$ cat src/design/crc32msb_pkg.sv
// Package with the transfer types, constants and table function of the CRC-32 byte stream core.
`timescale 1ns / 1ps

package crc32msb_pkg;

    localparam logic [31:0] CRC_POLY    = 32'h04C1_1DB7;
    localparam int          CRC_W       = 32;
    localparam int          COUNT_W     = 3;
    localparam logic [2:0]  HEAD_BYTES  = 3'd4;

    // One byte of a message and its end marker.
    typedef struct packed {
        logic [7:0] data_byte;
        logic       last_byte;
    } byte_item_t;

    // One finished checksum.
    typedef struct packed {
        logic [31:0] crc_value;
        logic        too_short;
    } crc_item_t;

    // Running state of the message in progress.
    typedef struct packed {
        logic [CRC_W-1:0]   crc;
        logic [COUNT_W-1:0] count;
    } crc_state_t;

    // Entry of the non-reflected table for the polynomial; the loop is
    // eight shift-and-conditional-XOR steps and folds into an XOR network.
    function automatic logic [31:0] crc_table_entry(input logic [7:0] idx);
        logic [31:0] v;
        v = {idx, 24'h00_0000};
        for (int k = 0; k < 8; k++)
        begin
            if (v[31])
                v = {v[30:0], 1'b0} ^ CRC_POLY;
            else
                v = {v[30:0], 1'b0};
        end
        return v;
    endfunction

endpackage

$ cat src/design/crc32msb_step.sv
// Combinational update of the CRC state for one byte, with the result on the final byte.
`timescale 1ns / 1ps

module crc32msb_step (
    input  crc32msb_pkg::crc_state_t state,
    input  crc32msb_pkg::byte_item_t item,
    output crc32msb_pkg::crc_state_t state_next,
    output crc32msb_pkg::crc_item_t  result,
    output logic                     result_valid
);
    import crc32msb_pkg::*;

    logic [31:0]        shifted;
    logic [31:0]        crc_upd;
    logic [COUNT_W-1:0] count_upd;
    logic               head_done;

    assign shifted = {state.crc[23:0], item.data_byte};

    always_comb
    begin
        if (state.count < HEAD_BYTES)
        begin
            count_upd = state.count + 3'd1;
            crc_upd   = (count_upd == HEAD_BYTES) ? ~shifted : shifted;
        end
        else
        begin
            count_upd = state.count;
            crc_upd   = shifted ^ crc_table_entry(state.crc[31:24]);
        end
    end

    assign head_done    = (count_upd >= HEAD_BYTES);
    assign result_valid = item.last_byte;

    always_comb
    begin
        result.crc_value = head_done ? ~crc_upd : 32'h0000_0000;
        result.too_short = ~head_done;
        if (item.last_byte)
        begin
            state_next.crc   = '0;
            state_next.count = '0;
        end
        else
        begin
            state_next.crc   = crc_upd;
            state_next.count = count_upd;
        end
    end

endmodule

$ cat src/design/crc32_msb_first_byte_stream_core.sv
// Top level of the CRC-32 (polynomial 04C11DB7, MSB first) byte stream core.
// Path: an accepted byte waits in the input register until it is folded into the running
// state; a final byte's checksum is then loaded into the output register when it is free.
// Throughput: one byte per cycle via the step's table XOR unless a final byte must wait.
// Reset: rst_n clears the running CRC, the byte count and both valid flags at once.
`timescale 1ns / 1ps

module crc32_msb_first_byte_stream_core (
    input  logic                     clk,
    input  logic                     rst_n,
    input  logic                     byte_valid,
    output logic                     byte_stall,
    input  crc32msb_pkg::byte_item_t byte_item,
    output logic                     crc_valid,
    input  logic                     crc_stall,
    output crc32msb_pkg::crc_item_t  crc_result
);
    import crc32msb_pkg::*;

    // Input register: holds the byte of the latest transfer until it is
    // folded into the running state.
    logic       in_valid_reg;
    logic       in_valid_next;
    byte_item_t in_item_reg;

    // Running state of the message in progress.
    crc_state_t state_reg;
    crc_state_t state_next;

    // Result register, which parts the output handshake from the input side.
    logic       out_valid_reg;
    logic       out_valid_next;
    crc_item_t  out_item_reg;

    crc_item_t  step_result;
    logic       step_result_valid;
    logic       out_free;
    logic       advance;
    logic       byte_accept;

    crc32msb_step u_step (
        .state        (state_reg),
        .item         (in_item_reg),
        .state_next   (state_next),
        .result       (step_result),
        .result_valid (step_result_valid)
    );

    // The result register can take a new checksum when it is empty or is
    // being emptied in this cycle.
    assign out_free = ~out_valid_reg | ~crc_stall;

    // A byte that ends no message never waits; a final byte waits only for
    // room in the result register.
    assign advance     = in_valid_reg & (~step_result_valid | out_free);
    assign byte_stall  = in_valid_reg & ~advance;
    assign byte_accept = byte_valid & ~byte_stall;

    assign in_valid_next  = byte_accept | (in_valid_reg & ~advance);

    always_comb
    begin
        if (advance & step_result_valid)
            out_valid_next = 1'b1;
        else if (~crc_stall)
            out_valid_next = 1'b0;
        else
            out_valid_next = out_valid_reg;
    end

    always_ff @(posedge clk or negedge rst_n)
    begin
        if (!rst_n)
        begin
            in_valid_reg  <= 1'b0;
            out_valid_reg <= 1'b0;
            state_reg     <= '0;
        end
        else
        begin
            in_valid_reg  <= in_valid_next;
            out_valid_reg <= out_valid_next;
            if (advance)
                state_reg <= state_next;
        end
    end

    // Payload registers load only on their own transfer.
    always_ff @(posedge clk)
    begin
        if (byte_accept)
            in_item_reg <= byte_item;
        if (advance & step_result_valid)
            out_item_reg <= step_result;
    end

    assign crc_valid  = out_valid_reg;
    assign crc_result = out_item_reg;

endmodule

$ cat config.mk
export PLATFORM = sky130hd
export DESIGN_NAME = crc32_msb_first_byte_stream_core
export DESIGN_NICKNAME = d
export VERILOG_FILES = /design/src/design/crc32msb_pkg.sv /design/src/design/crc32msb_step.sv /design/src/design/crc32_msb_first_byte_stream_core.sv
export SDC_FILE = /design/constraint.sdc
export NUM_CORES = 1
export LEC_CHECK = 0
export BUFFER_PORTS_ARGS = -buffer_cell sky130_fd_sc_hd__clkbuf_2
export CAP_MARGIN = 20
export CORE_MARGIN = 2
export CORE_UTILIZATION = 24
export CTS_CLUSTER_DIAMETER = 150
export DETAILED_ROUTE_END_ITERATION = 6
export GPL_TIMING_DRIVEN = 0
export PLACE_DENSITY = 0.37
export SLEW_MARGIN = 20
export SYNTH_ARGS = -nofsm -noshare
export SYNTH_HDL_FRONTEND = slang
export SYNTH_SLANG_ARGS = --single-unit
$ cat constraint.sdc
create_clock -name clk -period 4.29 [get_ports clk]
set_input_delay 0.429 -clock clk [delete_from_list [all_inputs] [get_ports clk]]
set_output_delay 0.429 -clock clk [all_outputs]
set_load 0.03 [all_outputs]
==> results of run 1 <==
==> synth_stat cells (2+ instances only) <==
master	instances	share of area, %
xnor2_1	40	8.9
xnor3_1	3	1.7
ha_1	3	0.96
xor3_1	5	3.0
o21bai_2	2	0.57
nor2_1	34	3.3
xor2_1	13	2.9
clkbuf_1	14	1.3
a21oi_1	28	3.6
o21ai_0	2	0.26
buf_6	5	1.4
dfrtp_1	37	24
nand2_1	4	0.38
buf_1	2	0.19
a21o_1	2	0.38
nor3b_1	2	0.38
buf_12	2	1.0
a22o_1	31	6.9
edfxtp_1	42	32
xnor2_4	5	3.5
inv_1	3	0.29
==> per-layer routing <==
| layer | wire (um) | vias to the layer above | share of wire [%] |
|---|---|---|---|
| li1 | - | 1142 | - |
| met1 | 4530 | 1132 | 49 |
| met2 | 4260 | 46 | 46 |
| met3 | 386 | 9 | 4.1 |
| met4 | 146 | 0 | 1.6 |
| met5 | 0 | - | 0 |
==> kinds of logic after synthesis <==
group | count (synthesis) | share of synthesized area (%)
AO/OA/AOI/OAI | 68 | 12.4
flip-flops | 79 | 55.8
XOR/XNOR | 68 | 21.1
buffers and inverters | 28 | 4.75
AND/OR/NAND/NOR | 46 | 5.01
adder cells (fa/ha/maj) | 3 | 0.957
==> cell type report <==
class,instances,area [um2]
fill,1660,11200
tap,216,270
timing repair buffer,48,263
multi-input combinational,185,1550
inverter,3,11.3
clock buffer,11,233
sequential,79,2190
clock inverter,5,73.8
buffer,25,175
==> worst max path at each step <==
stage                             start                            to  slack (ps)  depth (start not counted)
2_1_floorplan     crc_valid$_DFFE_PN0P_       crc_result[0]$_DFFE_PP_        2370                          2
3_3_place_gp                  crc_stall  crc_result[16]$_SDFFCE_PP0P_        1900                          3
3_5_place_dp   state_reg[2]$_DFFE_PN0P_  crc_result[30]$_SDFFCE_PP0P_        1930                          8
4_1_cts        state_reg[2]$_DFFE_PN0P_  crc_result[30]$_SDFFCE_PP0P_        1920                          8
5_1_grt        state_reg[2]$_DFFE_PN0P_  crc_result[24]$_SDFFCE_PP0P_        1800                          8
6_report       state_reg[2]$_DFFE_PN0P_  crc_result[30]$_SDFFCE_PP0P_        1960                          8
==> critical path, cell delays in order, from the launching register on <==
cell      delay [ps]
dfrtp_1          360
clkbuf_8         160
inv_1            150
ha_1             180
nor2b_2          340
clkbuf_1         400
a21oi_1          100
xnor2_1          280
nor2_1            80
==> power by group <==
| part | internal [mW] | switching, mW | total, mW |
|---|---|---|---|
| sequential | 0.948 | 0.0763 | 1.02 |
| combinational | 0.593 | 0.640 | 1.23 |
| clock | 0.506 | 0.302 | 0.808 |
| total | 2.05 | 1.02 | 3.07 |
==> metrics by stage <==
stage	hold WS (ps)	setup slack, ps	instance area (um2)	std cells
3_5_place_dp	515	1930	4460	556
2_1_floorplan	133	2370	3920	292
4_1_cts	241	1920	4760	572
6_report	223	1960	4760	572
5_1_grt	240	1800	4760	572
3_3_place_gp	496	1900	4430	555
==> flow_metrics.tcl, run 1 <==
set metrics [dict create \
    cts_resized 0 \
    gp_congestion 0.793 \
    clockBufferDepth 2 \
    critPathKind "reg2reg" \
    setup-violations-final 0 \
    htree_levels 3 \
    std_cell_rows 46 \
    cp.arrival_ps 2410 \
    core-area_um2 15900 \
    drtAntennaViolNets 0 \
    clk_transition_reported_paths_ps 60 \
    synthFlopType "edfxtp_1" \
    status "finished clean" \
    r2r_slack_ps 1960 \
    finalCriticalPeriod_ps 2330 \
    postSynth.asyncResetShare_pct 46.8 \
    hold_buffers 0 \
    die_y_um 132 \
    slew_headroom_pct 38.9 \
    wirelength_um 9320 \
    grt_use_total_pct 11.2 \
    cap_violations 0 \
    drive_above_1_share_pct 23.3 \
    fmax_mhz 430 \
    crit_path_end_kind "flip-flop" \
    mostFrequentLayoutCells "46 x clkbuf_2, 42 x edfxtp_1, 40 x xnor2_1" \
    vias 2329 \
    grt_pass1_wl_um 14400 \
    tightest_slew_ps 917 \
    yosysSeqAreaShare_pct 55.8 \
    finalClockSkew_ps 4.43 \
    num_io_pins 48 \
    grtUsageMet1_pct 14.9 \
    finalCritPeriodShare_pct 54.2 \
    grt_pass1_vias 2410 \
    cp_data_required_time_ps 4370 \
    met3_usage_pct 3.54 \
    die_w_um 132 \
    slew_viol_final 0 \
    rsz0062_at_grt "false" \
    grt_overflow 0 \
    root_buffer "clkbuf_16" \
    postCtsSetupRepairBufs 0 \
    area_delta_synth_final_pct 21.4 \
    syn-num-nets 308 \
    cts_tree "built" \
    hold_viol 0 \
    powerDensity_nw_per_um2 644 \
    insertion_delay_ps 340 \
    fin_nets 367 \
    syn_area_um2 3920 \
    drt_iter0_markers 96 \
    synth_seq_cells 79 \
    hold_path.class "in2async" \
    r2r_start "state_reg[2]$_DFFE_PN0P_" \
    power_leakage_nw 2.02 \
    cts_sinks 79 \
    synth-edff-count 42 \
    avgSynthCellArea_um2 13.4 \
    grt.busiest_layer "met2" \
    rr_worst_depth 8 \
    initial_utilization_pct 24.6 \
    die_area_um2 17400 \
    fin_setup_tns_ps 0 \
    rr_endpoint "crc_result[30]$_SDFFCE_PP0P_" \
    postSynthCellCount 292 \
    start_kind "flip-flop" \
    grt_util_met2_pct 17.2 \
    drc 0 \
    yosysWarnings 0 \
    io_buffers 47 \
    routed_via_density 4.07 \
    synth_cell_types 34 \
    dr.pass1.iters 4 \
    wl_per_cell_um 16.3 \
    antenna_found_initial 0 \
    antenna_cells 0 \
    ir_drop_mv 0.248 \
    largest_register_ffs 35 \
    numCtsBuffers 9 \
    cp_max_fo 10 \
    mostFrequentLayoutCell "clkbuf_2" \
    grt_max_degree 38 \
    dp_hpwl_um 6830 \
    fin_total_pwr_mw 3.07 \
    finish.utilization_pct 29.9 \
]
No activity file was read; power rests on OpenSTA's default activity.
==> run 2: changes to the inputs <==
Settings changed: ABC_AREA from default to 1, PLACE_DENSITY 0.37 to 0.38.
Clock period 4.29 ns to 2 ns, I/O delays scaled along.
==> run 2 against run 1 <==
Effect of this change: clock-buffer cell count rose by 2; final cell count rose by 43%; global-route usage rose by 3.7 points; hold slack worse by 220 ps; the flow now finishes with violations (hold timing); register-to-register slack got worse by 1900 ps; via count up 58%; utilization grew 0.85 points; critical path depth is 3 higher.
==> flow_metrics.tcl, run 2 <==
set metrics [dict create \
    status "complete, but fails checks" \
    violations "hold timing" \
    hold_path.class "in2async" \
    cts_tree "built" \
    ff_latch_area_um2 2190 \
    yosysWarnings 0 \
    mostFrequentLayoutCell "nand2_1" \
    start_kind "flip-flop" \
    crit_path_end "crc_result[28]$_SDFFCE_PP0P_" \
    rr_worst_depth 11 \
    fmax_mhz 527 \
    io_buffers 47 \
    cp.arrival_ps 2000 \
    drc 0 \
    dp_hpwl_um 9260 \
    fillers 1897 \
    synthFlopType "edfxtp_1" \
    power_leakage_nw 2.55 \
    insertion_delay_ps 360 \
    hold_viol 2 \
    numCtsBuffers 9 \
    r2r_start "state_reg[2]$_DFFE_PN0P_" \
    initial_utilization_pct 24.3 \
    cp-startpoint "state_reg[2]$_DFFE_PN0P_" \
    avgSynthCellArea_um2 8.35 \
    wirelength_um 13700 \
    largest_register_ffs 35 \
    cp_max_fo 12 \
    drt_iter0_markers 239 \
    critPathKind "reg2reg" \
    fin_nets 601 \
    grt_max_degree 38 \
    mostFrequentLayoutCells "183 x nand2_1, 59 x nand3_1, 47 x clkbuf_2" \
    slew_viol_final 0 \
    core-area_um2 17800 \
    crit_path_end_kind "flip-flop" \
    synth_seq_cells 79 \
    antenna_cells 0 \
    die_w_um 138 \
    postSynth.asyncResetShare_pct 46.8 \
    die_area_um2 19100 \
    die_y_um 138 \
    syn_area_um2 4320 \
    grt_pass1_wl_um 21600 \
    hold_slack_ps -1.89 \
    netlist.area_leader.share_pct 29.2 \
    r2r_slack_ps 100 \
    slew_headroom_pct 35.6 \
    fin_total_pwr_mw 9.91 \
    wl_per_cell_um 16.8 \
    root_buffer "clkbuf_16" \
    grt_overflow 0 \
    powerDensity_nw_per_um2 1810 \
    yosys.area.top_type "edfxtp_1" \
    setup-violations-final 0 \
    synthTopCellsByArea "edfxtp_1 29%, dfrtp_1 21%, nand2_1 16%" \
    finalClockSkew_ps 13.3 \
    antenna_found_initial 0 \
    synth_cell_types 31 \
    dr.pass1.iters 5 \
    rr_endpoint "crc_result[28]$_SDFFCE_PP0P_" \
    grt_use_total_pct 14.9 \
    drive_above_1_share_pct 22.9 \
    synth-edff-count 42 \
    cp_data_required_time_ps 2100 \
    clk_transition_reported_paths_ps 70 \
    yosysMostFrequentCell "nand2_1" \
    syn-num-nets 533 \
    clockBufferDepth 2 \
    tightest_slew_ps 967 \
    cap_violations 0 \
    multi_input_area_um2 1860 \
    grt_pass1_vias 3772 \
    drtAntennaViolNets 0 \
    finalCriticalPeriod_ps 1900 \
    num_io_pins 48 \
    vias 3672 \
    area_delta_synth_final_pct 26.6 \
    htree_levels 3 \
    netlist_top_cells_count "187 x nand2_1, 59 x nand3_1, 42 x edfxtp_1" \
    yosysSeqAreaShare_pct 50.7 \
    gp_congestion 0.863 \
    std_cell_rows 49 \
    cts_sinks 79 \
    routed_via_density 4.48 \
    postSynthCellCount 517 \
    finalCritPeriodShare_pct 94.9 \
    ir_drop_mv 0.575 \
    rsz0062_at_grt "true" \
]
==> run 2: cell count changes after synthesis, moves of 9 or more <==
cell,before,now
inv_1,3,38
nand3_1,1,59
o21ai_0,2,17
nor2_1,34,22
nand2_1,4,187
a22o_1,31,0
clkbuf_1,14,5
xnor2_1,40,13
==> run 2: metrics by stage <==
step | worst slack [ps] | std cells | cell area (um2) | TNS [ps] | util, %
final | 101 | 819 | 5460 | 0 | 30.7
after global routing | -14.6 | 819 | 5460 | -85.6 | 30.7
after CTS | -7.87 | 816 | 5330 | -7.88 | 30.0
after detailed placement | -747 | 793 | 4860 | -34360 | 27.3
after global placement | -769 | 793 | 4860 | -34620 | 27.3
after floorplan | -7.40 | 517 | 4340 | -7.40 | -
==> run 2: final cells by class <==
type                    instances  share of cell area (%)
well taps                     229                    5.25
repair inverters                2                   0.344
multi-input cells             367                    34.1
clock inverters                 3                    1.19
repair buffers                 57                    6.62
plain buffers                  22                    3.87
clock buffers                  13                    4.95
inverters                      47                    3.67
flip-flops and latches         79                    40.0
==> run 2: worst min-delay path by stage <==
stage	start	end	slack, ps
2_1_floorplan	rst_n	crc_valid$_DFFE_PN0P_	-100
3_3_place_gp	byte_item[7]	in_item_reg[7]$_DFFE_PP_	380
6_report	rst_n	state_reg[13]$_DFFE_PN0P_	-2
5_1_grt	byte_item[1]	in_item_reg[1]$_DFFE_PP_	10
4_1_cts	byte_item[7]	in_item_reg[7]$_DFFE_PP_	5
3_5_place_dp	byte_item[1]	in_item_reg[1]$_DFFE_PP_	380
==> run 2: logic make-up (layout without fill, tap and decap cells) <==
group	after synthesis	in the layout	synth area share [%]
simple gates	284	284	27.8
flops	79	79	50.7
buf+inv	71	144	8.29
compound gates	53	53	6.70
xor+xnor	27	27	5.65
fa+ha+maj	3	3	0.870
==> run 2: critical path, stage by stage (launching register included) <==
cell      delay [ps]
dfrtp_1          330
buf_6            120
inv_6             50
buf_8            150
ha_4             160
buf_6            120
nor2_4           120
clkinv_4         110
buf_12           150
o21ai_4           50
xor2_1           190
nor2_1            70
==> run 2: layer usage <==
metal	track usage [%]	up-vias	wire length, um
met2	23.3	102	6370
li1	-	1813	-
met1	20.5	1737	6410
met5	0	-	0
met3	2.91	20	656
met4	5.53	0	312
==> run 2: where the power goes <==
part	internal (mW)	total [mW]	switching [mW]
sequential	2.25	2.51	0.253
combinational	1.91	5.53	3.62
clock	1.19	1.87	0.680
total	5.36	9.91	4.55
==> run 2: what timing repair did <==
item / CTS / global route
buffers inserted: 7 / 1
cloned: 1 / 3
setup endpoints to repair: 92 / 46
pin swaps: 2 / 10
hold buffers: 0 / 0
gates resized for setup: 23 / 26
==> run 3: changes to the inputs <==
Settings changed: RECOVER_POWER from default to 25.
==> run 3 against run 2 <==
Effect of this change: critical path depth did not move; sequential share of layout area did not move; combinational power barely moved; cell area did not move; the flow now finishes without violations; utilization did not move; flip-flop and latch count did not move; highest routed layer unchanged; clock power barely moved; clock skew did not move.
==> flow_metrics.tcl, run 3 (synthesis results as in run 2) <==
set metrics [dict create \
    status "finished clean" \
    antenna_found_initial 0 \
    clk_transition_reported_paths_ps 70 \
    num_io_pins 48 \
    place_ws_ps -747 \
    grt_pass1_wl_um 21600 \
    tightest_slew_ps 1080 \
    hold_viol 0 \
    crit_slowest_cell "dfrtp_1" \
    seqPwrFrac_pct 25.3 \
    grt_max_degree 38 \
    die_y_um 138 \
    post-place-cells 793 \
    finalClockSkew_ps 13.3 \
    p_sw_mw 4.55 \
    largest_register_ffs 35 \
    cp_slowest_stage_delay_ps 330 \
    drc 0 \
    critPathTopFamily "buffers and inverters" \
    grt_overflow 0 \
    mostFrequentLayoutCell "nand2_1" \
    wirelength_um 13700 \
    powerDensity_nw_per_um2 1810 \
    finalCriticalPeriod_ps 1900 \
    grt_use_total_pct 14.9 \
    rsz0062_at_grt "true" \
    cap_violations 0 \
    cp.arrival_ps 2000 \
    mostFrequentLayoutCells "183 x nand2_1, 59 x nand3_1, 48 x clkbuf_2" \
    dp_hpwl_um 9260 \
    fmax_mhz 527 \
    drtAntennaViolNets 0 \
    fin_nets 601 \
    power_frac_clock_pct 18.9 \
    die_w_um 138 \
    numCtsBuffers 9 \
    power_leakage_nw 2.55 \
    wl_per_cell_um 16.8 \
    setup-violations-final 0 \
    multi_input_area_um2 1860 \
    cts_sinks 79 \
    cts_tree "built" \
    crit_path_end_kind "flip-flop" \
    drt_iter0_markers 239 \
    area_delta_synth_final_pct 26.6 \
    swShare_pct 45.9 \
    core-area_um2 17800 \
    setup_ws_ps 101 \
    cp_common_cell "buf_6" \
    antenna_cells 0 \
    io_buffers 47 \
    drive_above_1_share_pct 22.9 \
    ff_latch_area_um2 2190 \
    dr.pass1.iters 5 \
    worstPathCellList "buf_6 -> inv_6 -> buf_8 -> ha_4 -> buf_6 -> nor2_4 -> clkinv_4 -> buf_12 -> o21ai_4 -> xor2_1 -> nor2_1" \
    routed_via_density 4.48 \
    vias 3672 \
    start_kind "flip-flop" \
    cp_data_required_time_ps 2100 \
    root_buffer "clkbuf_16" \
    p_int_mw 5.36 \
    slew_viol_final 0 \
    std_cell_rows 49 \
    cp_num_buf_inv 6 \
    die_area_um2 19100 \
    cp_max_fo 12 \
    critPathKind "reg2reg" \
    final_cells 819 \
    ir_drop_mv 0.575 \
    insertion_delay_ps 360 \
    clockBufferDepth 2 \
    fillers 1897 \
    htree_levels 3 \
    grt_pass1_vias 3772 \
    gp_congestion 0.863 \
    hold_path.class "in2reg" \
    p_comb_share_pct 55.8 \
    initial_utilization_pct 24.3 \
    finalCritPeriodShare_pct 94.9 \
    fin_setup_tns_ps 0 \
    slew_headroom_pct 27.9 \
]
==> run 3: cell count changes in the layout (fill, tap and decap cells not counted) <==
| cell | change |
|---|---|
| clkbuf_2 | +1 |
| buf_2 | -1 |
==> run 3: what timing repair did <==
item / in CTS / in global routing
hold buffers: 0 / 0
pin swaps: 2 / 10
endpoints found under the setup margin: 92 / 46
cloned: 1 / 3
gates resized for setup: 23 / 26
setup buffers: 7 / 1
==> run 3: power groups by stage <==
stage,registers (mW),clock network (mW),logic (mW)
2_1_floorplan,2.71,0,3.47
4_1_cts,2.50,1.93,5.20
3_3_place_gp,2.51,0,4.97
5_1_grt,2.56,2.00,6.20
6_report,2.51,1.87,5.53
3_5_place_dp,2.52,0,4.98
==> run 3: routing by layer <==
metal / vias up / part of all wire, % / GRT usage [%] / routed length [um]
li1: 1813 / - / - / -
met1: 1739 / 47 / 20.5 / 6410
met2: 100 / 46 / 23.3 / 6370
met3: 20 / 4.8 / 2.91 / 654
met4: 0 / 2.3 / 5.53 / 312
met5: - / 0 / 0 / 0
==> run 3: cell type report <==
class | instances | area share, %
sequential | 79 | 40.0
timing repair buffer | 57 | 6.62
multi-input combinational | 367 | 34.1
inverter | 47 | 3.67
clock inverter | 3 | 1.19
clock buffer | 13 | 4.95
tap | 229 | 5.25
timing repair inverter | 2 | 0.344
buffer | 22 | 3.87
==> run 3: path summary, 6_finish.rpt <==
path,from,end,slack (ps),depth (start not counted)
min reg2reg,state_reg[9]$_DFFE_PN0P_,state_reg[9]$_DFFE_PN0P_,510,2
max in group asynchronous,rst_n,state_reg[30]$_DFFE_PN0P_,1290,1
max reg2reg,state_reg[2]$_DFFE_PN0P_,crc_result[28]$_SDFFCE_PP0P_,100,11
min,byte_item[7],in_item_reg[7]$_DFFE_PP_,10,1
min in group asynchronous,rst_n,state_reg[13]$_DFFE_PN0P_,40,1
max,state_reg[2]$_DFFE_PN0P_,crc_result[28]$_SDFFCE_PP0P_,100,11
==> run 3: metrics by stage <==
stage | cell area [um2] | utilization (%) | power, mW | hold WS (ps)
final | 5460 | 30.7 | 9.91 | 11.3
after CTS | 5330 | 30.0 | 9.62 | 5.27
after global placement | 4860 | 27.3 | 7.48 | 379
after floorplan | 4340 | - | 6.18 | -95.6
after global routing | 5460 | 30.7 | 10.8 | 9.64
after detailed placement | 4860 | 27.3 | 7.50 | 379
